$ cat config.mk
export PLATFORM = sky130hd
export DESIGN_NAME = vcb_front
export DESIGN_NICKNAME = d
export VERILOG_FILES = /design/src/sv/vcb_pkg.sv /design/src/sv/vcb_front.sv
export SDC_FILE = /design/constraint.sdc
export NUM_CORES = 1
export LEC_CHECK = 0
export BUFFER_PORTS_ARGS = -buffer_cell sky130_fd_sc_hd__buf_2
export CORE_ASPECT_RATIO = 0.8
export CORE_UTILIZATION = 30
export CTS_CLUSTER_SIZE = 8
export DETAILED_ROUTE_END_ITERATION = 6
export HOLD_SLACK_MARGIN = 0.12
export PLACE_DENSITY = 0.53
export SYNTH_ARGS = -nofsm -noshare
export SYNTH_HDL_FRONTEND = slang
export SYNTH_SLANG_ARGS = --single-unit
$ cat constraint.sdc
create_clock -name aclk -period 10.8 [get_ports aclk]
set_clock_uncertainty 0.15 [all_clocks]
set_input_delay 2.16 -clock aclk [delete_from_list [all_inputs] [get_ports aclk]]
set_output_delay 2.16 -clock aclk [all_outputs]
set_load 0.005 [all_outputs]
$ cat src/sv/vcb_pkg.sv
// ----------------------------------------------------------------------------
// vcb_pkg
// Shared types and fixed constants for the streaming valid 2-D convolution.
// ----------------------------------------------------------------------------
package vcb_pkg;

    // Field widths fixed by the interface
    localparam int PIX_W      = 16;
    localparam int WIDX_W     = 4;
    localparam int ROWCOL_W   = 8;
    localparam int RES_W      = 48;
    localparam int CFG_W      = 48;
    localparam int CFG_IDX_W  = 2;
    localparam int CFG_SIZE_W = 9;

    // Datapath widths: 16x16 product, row sum of up to 8, total of up to 64 plus bias
    localparam int PROD_W = 32;
    localparam int RSUM_W = 35;
    localparam int ACC_W  = 50;

    // Command queue between front and back
    localparam int QUEUE_DEPTH = 4;
    localparam int QPTR_W      = 2;
    localparam int QCNT_W      = 3;

    // Request operations
    localparam logic OP_PIXEL  = 1'b0;
    localparam logic OP_WEIGHT = 1'b1;

    // Configuration register indexes
    localparam logic [CFG_IDX_W-1:0] CFG_ROWS = 2'd0;
    localparam logic [CFG_IDX_W-1:0] CFG_COLS = 2'd1;
    localparam logic [CFG_IDX_W-1:0] CFG_BIAS = 2'd2;

    // Saturation limits
    localparam logic [RES_W-1:0] RES_MAX = {1'b0, {(RES_W-1){1'b1}}};
    localparam logic [RES_W-1:0] RES_MIN = {1'b1, {(RES_W-1){1'b0}}};

    // One classified request as it travels through the queue
    typedef struct packed {
        logic                op;
        logic [PIX_W-1:0]    data;
        logic [WIDX_W-1:0]   widx;
        logic                emit;
        logic [ROWCOL_W-1:0] out_row;
        logic [ROWCOL_W-1:0] out_col;
        logic                last;
    } vcb_cmd_t;

    // Position tag carried beside a result through the MAC pipeline
    typedef struct packed {
        logic [ROWCOL_W-1:0] out_row;
        logic [ROWCOL_W-1:0] out_col;
        logic                last;
    } vcb_meta_t;

endpackage

$ cat src/sv/vcb_front.sv
// ----------------------------------------------------------------------------
// vcb_front
// Accepts requests, tracks the raster position, tags each pixel with its
// output position and pushes the request into a short command queue.
// ----------------------------------------------------------------------------
module vcb_front #(
    parameter int KERNEL_ROWS = 3,
    parameter int KERNEL_COLS = 3,
    parameter int MAX_ROWS    = 256,
    parameter int MAX_COLS    = 256
) (
    input  logic                                    aclk,
    input  logic                                    aresetn,
    input  logic                                    s_valid,
    output logic                                    s_ready,
    input  logic                                    s_operation,
    input  logic signed [vcb_pkg::PIX_W-1:0]        s_pixel,
    input  logic [vcb_pkg::WIDX_W-1:0]              s_weight_index,
    input  logic signed [vcb_pkg::PIX_W-1:0]        s_weight,
    input  logic [$clog2((MAX_ROWS > KERNEL_ROWS ? MAX_ROWS : KERNEL_ROWS)+1)-1:0] rows_lim,
    input  logic [$clog2((MAX_COLS > KERNEL_COLS ? MAX_COLS : KERNEL_COLS)+1)-1:0] cols_lim,
    input  logic                                    q_pop,
    output logic                                    q_valid,
    output vcb_pkg::vcb_cmd_t                       q_cmd,
    output logic [$clog2(MAX_COLS > KERNEL_COLS ? MAX_COLS : KERNEL_COLS)-1:0] q_col
);
    import vcb_pkg::*;

    localparam int ROW_LIM_MAX = (MAX_ROWS > KERNEL_ROWS) ? MAX_ROWS : KERNEL_ROWS;
    localparam int COL_LIM_MAX = (MAX_COLS > KERNEL_COLS) ? MAX_COLS : KERNEL_COLS;
    localparam int RW  = $clog2(ROW_LIM_MAX);
    localparam int CW  = $clog2(COL_LIM_MAX);
    localparam int RLW = $clog2(ROW_LIM_MAX + 1);
    localparam int CLW = $clog2(COL_LIM_MAX + 1);

    logic [RW-1:0]     row_count_reg, row_count_next;
    logic [CW-1:0]     col_count_reg, col_count_next;
    logic [RW-1:0]     row_cur;
    logic [CW-1:0]     col_cur;
    logic              col_wrap, row_wrap;
    vcb_cmd_t          cmd;
    logic              push;

    vcb_cmd_t          q_cmd_reg [QUEUE_DEPTH];
    logic [CW-1:0]     q_col_reg [QUEUE_DEPTH];
    logic [QPTR_W-1:0] wr_ptr_reg, wr_ptr_next;
    logic [QPTR_W-1:0] rd_ptr_reg, rd_ptr_next;
    logic [QCNT_W-1:0] count_reg, count_next;

    assign s_ready = (count_reg != QCNT_W'(QUEUE_DEPTH));
    assign push    = s_valid && s_ready;

    // Raster position of this pixel; a stale counter after a resize restarts at zero
    always_comb begin
        row_cur  = (RLW'(row_count_reg) >= rows_lim) ? '0 : row_count_reg;
        col_cur  = (CLW'(col_count_reg) >= cols_lim) ? '0 : col_count_reg;
        col_wrap = (CLW'(col_cur) + CLW'(1)) >= cols_lim;
        row_wrap = (RLW'(row_cur) + RLW'(1)) >= rows_lim;

        cmd.op      = s_operation;
        cmd.data    = (s_operation == OP_WEIGHT) ? s_weight : s_pixel;
        cmd.widx    = s_weight_index;
        cmd.emit    = (32'(row_cur) >= 32'(KERNEL_ROWS - 1)) &&
                      (32'(col_cur) >= 32'(KERNEL_COLS - 1));
        cmd.out_row = ROWCOL_W'(32'(row_cur) - 32'(KERNEL_ROWS - 1));
        cmd.out_col = ROWCOL_W'(32'(col_cur) - 32'(KERNEL_COLS - 1));
        cmd.last    = col_wrap && row_wrap;

        if (col_wrap) begin
            col_count_next = '0;
            row_count_next = row_wrap ? '0 : row_cur + RW'(1);
        end else begin
            col_count_next = col_cur + CW'(1);
            row_count_next = row_cur;
        end
    end

    // Position counters move on pixels only
    always_ff @(posedge aclk) begin
        if (!aresetn) begin
            row_count_reg <= '0;
            col_count_reg <= '0;
        end else if (push && (s_operation == OP_PIXEL)) begin
            row_count_reg <= row_count_next;
            col_count_reg <= col_count_next;
        end
    end

    // Queue pointers and fill count
    always_comb begin
        wr_ptr_next = push  ? wr_ptr_reg + QPTR_W'(1) : wr_ptr_reg;
        rd_ptr_next = q_pop ? rd_ptr_reg + QPTR_W'(1) : rd_ptr_reg;
        case ({push, q_pop})
            2'b10:   count_next = count_reg + QCNT_W'(1);
            2'b01:   count_next = count_reg - QCNT_W'(1);
            default: count_next = count_reg;
        endcase
    end

    always_ff @(posedge aclk) begin
        if (!aresetn) begin
            wr_ptr_reg <= '0;
            rd_ptr_reg <= '0;
            count_reg  <= '0;
        end else begin
            wr_ptr_reg <= wr_ptr_next;
            rd_ptr_reg <= rd_ptr_next;
            count_reg  <= count_next;
        end
    end

    // Queue storage
    always_ff @(posedge aclk) begin
        if (push) begin
            q_cmd_reg[wr_ptr_reg] <= cmd;
            q_col_reg[wr_ptr_reg] <= col_cur;
        end
    end

    assign q_valid = (count_reg != '0);
    assign q_cmd   = q_cmd_reg[rd_ptr_reg];
    assign q_col   = q_col_reg[rd_ptr_reg];

`ifndef NO_ASSERTIONS
    a_count_bound: assert property (@(posedge aclk) disable iff (!aresetn)
        count_reg <= QCNT_W'(QUEUE_DEPTH))
        else $error("command queue overfilled");

    a_count_push: assert property (@(posedge aclk) disable iff (!aresetn)
        (push && !q_pop) |=> (count_reg == $past(count_reg) + QCNT_W'(1)))
        else $error("queue count missed a push");

    a_pop_nonempty: assert property (@(posedge aclk) disable iff (!aresetn)
        (q_pop && (count_reg == QCNT_W'(1)) && !push) |=> !q_valid)
        else $error("queue not empty after last pop");
`endif

endmodule

; Yosys cells after proc, flatten, opt, wreduce, memory -nomap -nowiden
; Memories as Yosys holds them, arrays and structs flattened. A register that Yosys moved wholly into a read port is not among the register bits.
; Cells that the tools add are included.
[totals]
word_cells = 46
regBits = 23
n_memories = 2
ram_bits = 188
inputBits = 59
output_inout_bits = 49
[op_classes]
n_addsub = 10
n_eq_ne = 3
magnitude_cmp = 6
n_bitwise = 1
n_reduce_logical = 6
muxes = 13
[mem_list]
columns = memory, words, width, read_ports, rd_ports_with_merged_regs, wr, line
row1 = q_cmd_reg, 4, 39, 1, 1, 1, vcb_front.sv:44  ; vcb_cmd_t q_cmd_reg [QUEUE_DEPTH];
row2 = q_col_reg, 4, 8, 1, 1, 1, vcb_front.sv:45  ; logic [CW-1:0] q_col_reg [QUEUE_DEPTH];
[ops]
columns = op, n
row1 = 2-to-1 mux 8 bit, 5
row2 = adder 8 x 1 -> 9 bit (second input constant), 2
row3 = >= comparator 8 x 9 -> 1 bit, 2
row4 = >= comparator 9 bit, 2
row5 = adder 8 x 1 -> 8 bit (second input constant), 2
row6 = >= comparator 8 x 2 -> 1 bit (second input constant), 2
row7 = 2-to-1 mux 16 bit, 1
row8 = subtractor 8 x 2 -> 8 bit (second input constant), 2
row9 = 2-to-1 mux 2 bit, 4
row10 = one-hot mux 3 bit (2 select lines), 1
row11 = adder 2 x 1 -> 2 bit (second input constant), 2
row12 = logical AND 1 bit, 4
row13 = adder 3 x 1 -> 3 bit (second input constant), 1
row14 = != test 3 bit (second input constant), 1
row15 = nonzero test 3 bit, 1
row16 = subtractor 3 x 1 -> 3 bit (second input constant), 1
row17 = equality test 2 x 1 -> 1 bit (second input constant), 1
row18 = equality test 2 bit (second input constant), 1
row19 = 2-to-1 mux 1 bit, 2
row20 = nonzero test 2 bit, 1
row21 = NOT 1 bit, 1

; Longest topological paths before layout
[logic_depth]
depth_word = 6
mapped_depth = 22
depth_no_buf = 20

; Least setup slack after synthesis
; No wires, ideal clock.
[synth_path]
path_kind = input -> register
start = input cols_lim[0] in the netlist's numbering
end = register col_count_reg[3]
setup_time_ns = 0.070
setup_slack_ns = 4.739
cell_stages = 20
n_path_buf = 1
arrival_ns = 5.842
t_required_ns = 10.580
path_cell_list = ha_1 -> nand2b_1 -> a211o_1 -> o211ai_1 -> and2_1 -> buf_2 -> nand2_1 -> inv_1 -> ha_1 -> nand3_1 -> nor2_1 -> xnor2_1 -> nor2_1 -> ha_1 -> nand4_1 -> nor2_1 -> a2111oi_4 -> nor2_2 -> or4_1 -> a21oi_1
[synth_via]
elab_chain_cells = 5
word_cells_on_any_way = 6
classes_between = add/sub: 2 / order compare: 2 / mux: 2
[synth_rtl]
columns = item, line
row1 = from (decl), vcb_front.sv:21  ; input logic [$clog2((MAX_COLS > KERNEL_COLS ? MAX_COLS : KERNEL_COLS)+1)-1:0] cols_lim,
row2 = >= comparator 8 x 9 -> 1 bit *, vcb_front.sv:56  ; col_cur = (CLW'(col_count_reg) >= cols_lim) ? '0 : col_count_reg;
row3 = 2-to-1 mux 8 bit *, vcb_front.sv:56
row4 = net col_cur[1], vcb_front.sv:39  ; logic [CW-1:0] col_cur;
row5 = adder 8 x 1 -> 9 bit, vcb_front.sv:57  ; col_wrap = (CLW'(col_cur) + CLW'(1)) >= cols_lim;
row6 = >= comparator 9 bit, vcb_front.sv:57
row7 = 2-to-1 mux 8 bit *, vcb_front.sv:69  ; if (col_wrap) begin
row8 = to (signal assigned), vcb_front.sv:85  ; col_count_reg <= col_count_next;
row9 = to (decl), vcb_front.sv:37  ; logic [CW-1:0] col_count_reg, col_count_next;
; The timed path passes the listed nets; every way through them passes the cells marked *.
; A chain may end at the register's enable or synchronous reset.

; Final worst setup path
[layout_path]
start = input cols_lim[0] in the netlist's numbering
end = register row_count_reg[4]
[layout_via]
elab_chain_cells = 5
[layout_rtl]
columns = item, line
row1 = >= comparator 8 x 9 -> 1 bit, vcb_front.sv:56
row2 = 2-to-1 mux 8 bit, vcb_front.sv:56
row3 = net col_cur[1], vcb_front.sv:39
row4 = adder 8 x 1 -> 9 bit, vcb_front.sv:57
row5 = >= comparator 9 bit, vcb_front.sv:57
row6 = 2-to-1 mux 8 bit, vcb_front.sv:69
row7 = to (signal assigned), vcb_front.sv:84  ; row_count_reg <= row_count_next;
row8 = to (decl), vcb_front.sv:36  ; logic [RW-1:0] row_count_reg, row_count_next;
; The timed path passes the listed nets, and every way through them passes these cells.

==> impl_metrics.yaml <==
pwr:
  vdd_drop_max_v: 0.000115
  p_leak_nw: 4.15
  pwr_density_cell_nw_per_um2: 178
global_routing:
  grt_pass1_vias: 5519
  grt_max_degree: 47
  grt.total_usage_pct: 13.0
  overflow: 0
  grt_first_pass_wirelength_mm: 32.8
  antenna_found_initial: 1
critical_path:
  cp.required_ps: 11060
  rrSetupSlack_ps: 5540
  cp-start-kind: "primary input"
  max_stage_delay_ps: 480
  crit_path_end_kind: "flip-flop"
  r2r_end: "row_count_reg[4]"
  r2r_start: "col_count_reg[0]"
  worst-r2r-cell-count: 20
  crit_slowest_cell: "and2_1"
  worstPathCellList: "buf_2 > ha_1 > nand2b_1 > a211o_1 > o211ai_1 > and2_1 > nand2_1 > inv_1 > ha_1 > nand3_1 > nor2_1 > xnor2_1 > nor2_1 > ha_1 > nand4_1 > nor2_1 > a2111oi_4 > nor2_2 > nand4_1 > o311ai_1"
  cp.buffers_inverters: 2
  critPathKind: "in -> reg"
  path_delay_family: "simple AND/OR/NAND/NOR gates"
  critPathMaxFanout: 13
  cp.arrival_ps: 6740
synth:
  synth-seq-cells: 209
  syn_inst: 624
  synth.cell_area_um2: 9590
  synth_edf_count: 184
  synth_nets: 731
  ys_warn_count: 0
  avgSynthCellArea_um2: 15.4
  synthFlopType: "edfxtp_1"
  yosysUniqueCellTypes: 57
  async_reset_ff_share_pct: 0
  ys_seq_area_share_pct: 62.8
layout:
  multi_input_area_um2: 3260
  num_antenna_cells: 0
  filler_cell_count: 3016
  areaGrowthSynthToFinish_pct: 18.9
  drive_gt1_share_pct: 29.3
  finalNetCount: 842
  fin_area_um2: 11400
  largest_reg_flops: 156
  final-seq-area_um2: 6030
die:
  ios: 108
  core_area_um2: 31400
  row_count: 58
  die_h_um: 162
  start_util_pct: 30.5
  fp.dieW_um: 202
  die-area_um2: 32700
route:
  drt_iter0_markers: 354
  wl_per_cell_um: 17.9
  routed_wl_mm: 21.1
  num_vias: 5560
  ant_nets: 0
  drc_errors: 0
  viasPerCell: 4.72
  drt_first_pass_iters: 4
job:
  maxCapViolations: 0
clocking:
  root_buffer: "clkbuf_16"
  cts_buffer_depth: 3
  clkSinkCount: 209
  holdBufCountCts: 0
  htree_levels: 1
  cts_tree: "done"
  insertion_delay_ps: 540
  postCtsSetupBuffers: 0
  cts.clk_slew.worst_paths_ps: 50
  post_cts_resized: 0
  numCtsBuffers: 30
sta:
  finalCriticalPeriod_ps: 6480
  tightest_slew_ps: 804
  finalHoldViolations: 0
  rsz0062_at_grt: "false"
  report.final.slew_viol_count: 0
  slew_headroom_pct: 46.4
  max_freq_mhz: 154
  fin_setup_tns_ps: 0
  min_period_over_period_pct: 60.0
  setup-violations-final: 0
min_path:
  hp-start: "rd_ptr_reg[0]"
  hold_depth: 2
  hp-class: "reg -> reg"
placement:
  io_buffer_count: 107
  place_area_um2: 10500
  place_congestion: 0.753
  hpwl_mm: 13.0
status:
  status: "completed"
[per-layer routing]
| layer | vias to the layer above | global-route usage [%] | part of all wire, % |
|---|---|---|---|
| met1 | 2765 | 19.1 | 48 |
| met4 | 0 | 2.93 | 1.9 |
| met5 | - | 0 | 0 |
| met2 | 126 | 19.9 | 45 |
| met3 | 29 | 2.25 | 5.2 |
| li1 | 2640 | - | - |
[layout by cell type, fill, tap and decap left out, drive strengths merged, types with 3 or more instances in the layout]
cell and count:
a21o 6, a211oi 3, o211ai 12, o21ai 8, edfxtp 184, a21oi 18
a211o 3, dfxtp 25, a31oi 4, inv 41, nor3 6, mux4 46
and2 5, nor2 29, or3 5, mux2 16, and3 8, or4 4
a21boi 7, xnor2 17, nand3 13, xor2 5, nand4 8, clkbuf 53
ha 47, nand2 34, o21a 3, or2 5, buf 111, nand2b 6
[how the worst max path moves through the flow]
stage	to	cells after the start	from	slack, ps
finish	row_count_reg[4]	20	cols_lim[0]	4320
global route	row_count_reg[4]	20	cols_lim[0]	3920
CTS	row_count_reg[4]	20	cols_lim[0]	4350
detailed placement	row_count_reg[4]	20	cols_lim[0]	3860
global placement	col_count_reg[6]	20	cols_lim[0]	3890
floorplan	col_count_reg[3]	20	cols_lim[0]	4740
[worst min-delay path: stages (launching register included)]
cell and delay (ps):
dfxtp_1 330, xnor2_1 80, nor2_1 70
[cells by family after synthesis]
kind of cell,synth area share [%]
simple gates,6.99
fa+ha+maj,6.34
compound gates,5.69
mux,12.9
xor+xnor,2.01
buf+inv,3.26
flops,62.8
[where the power goes]
part | switching, mW | internal (mW) | leakage [nW]
registers | 0.0228 | 0.940 | 1.86
logic | 0.118 | 0.100 | 1.88
clock network | 0.329 | 0.517 | 0.408
total | 0.469 | 1.56 | 4.15
[Yosys cell counts (all sizes together) (6+ instances only)]
| cell | n | area share (%) |
|---|---|---|
| a21boi | 7 | 0.55 |
| a21o | 6 | 0.47 |
| a21oi | 18 | 0.94 |
| and3 | 8 | 0.53 |
| buf | 14 | 0.95 |
| clkbuf | 18 | 0.70 |
| dfxtp | 25 | 5.2 |
| edfxtp | 184 | 58 |
| ha | 47 | 6.1 |
| inv | 41 | 1.6 |
| mux2 | 16 | 1.9 |
| mux4 | 46 | 11 |
| nand2 | 34 | 1.4 |
| nand2b | 6 | 0.47 |
| nand3 | 13 | 0.68 |
| nand4 | 8 | 0.52 |
| nor2 | 29 | 1.2 |
| nor3 | 6 | 0.31 |
| o211ai | 12 | 0.94 |
| o21ai | 8 | 0.42 |
| xnor2 | 17 | 1.6 |
[cell type report]
cell class	count	share of cell area, %
Sequential cell	209	52.9
Multi-Input combinational cell	342	28.6
Clock buffer	53	7.34
Timing Repair Buffer	111	4.96
Tap cell	420	4.61
Inverter	41	1.35
Clock inverter	2	0.219
[stage by stage]
step / hold WS, ps / util (%) / std cells / worst slack [ps] / power, mW
floorplan: 318 / - / 624 / 4740 / 1.11
global placement: 349 / 33.5 / 1123 / 3890 / 1.20
detailed placement: 357 / 33.5 / 1123 / 3860 / 1.21
CTS: 363 / 36.3 / 1178 / 4350 / 2.06
global route: 444 / 36.3 / 1178 / 3920 / 2.12
finish: 367 / 36.3 / 1178 / 4320 / 2.03
No activity file was read; power rests on OpenSTA's default activity.
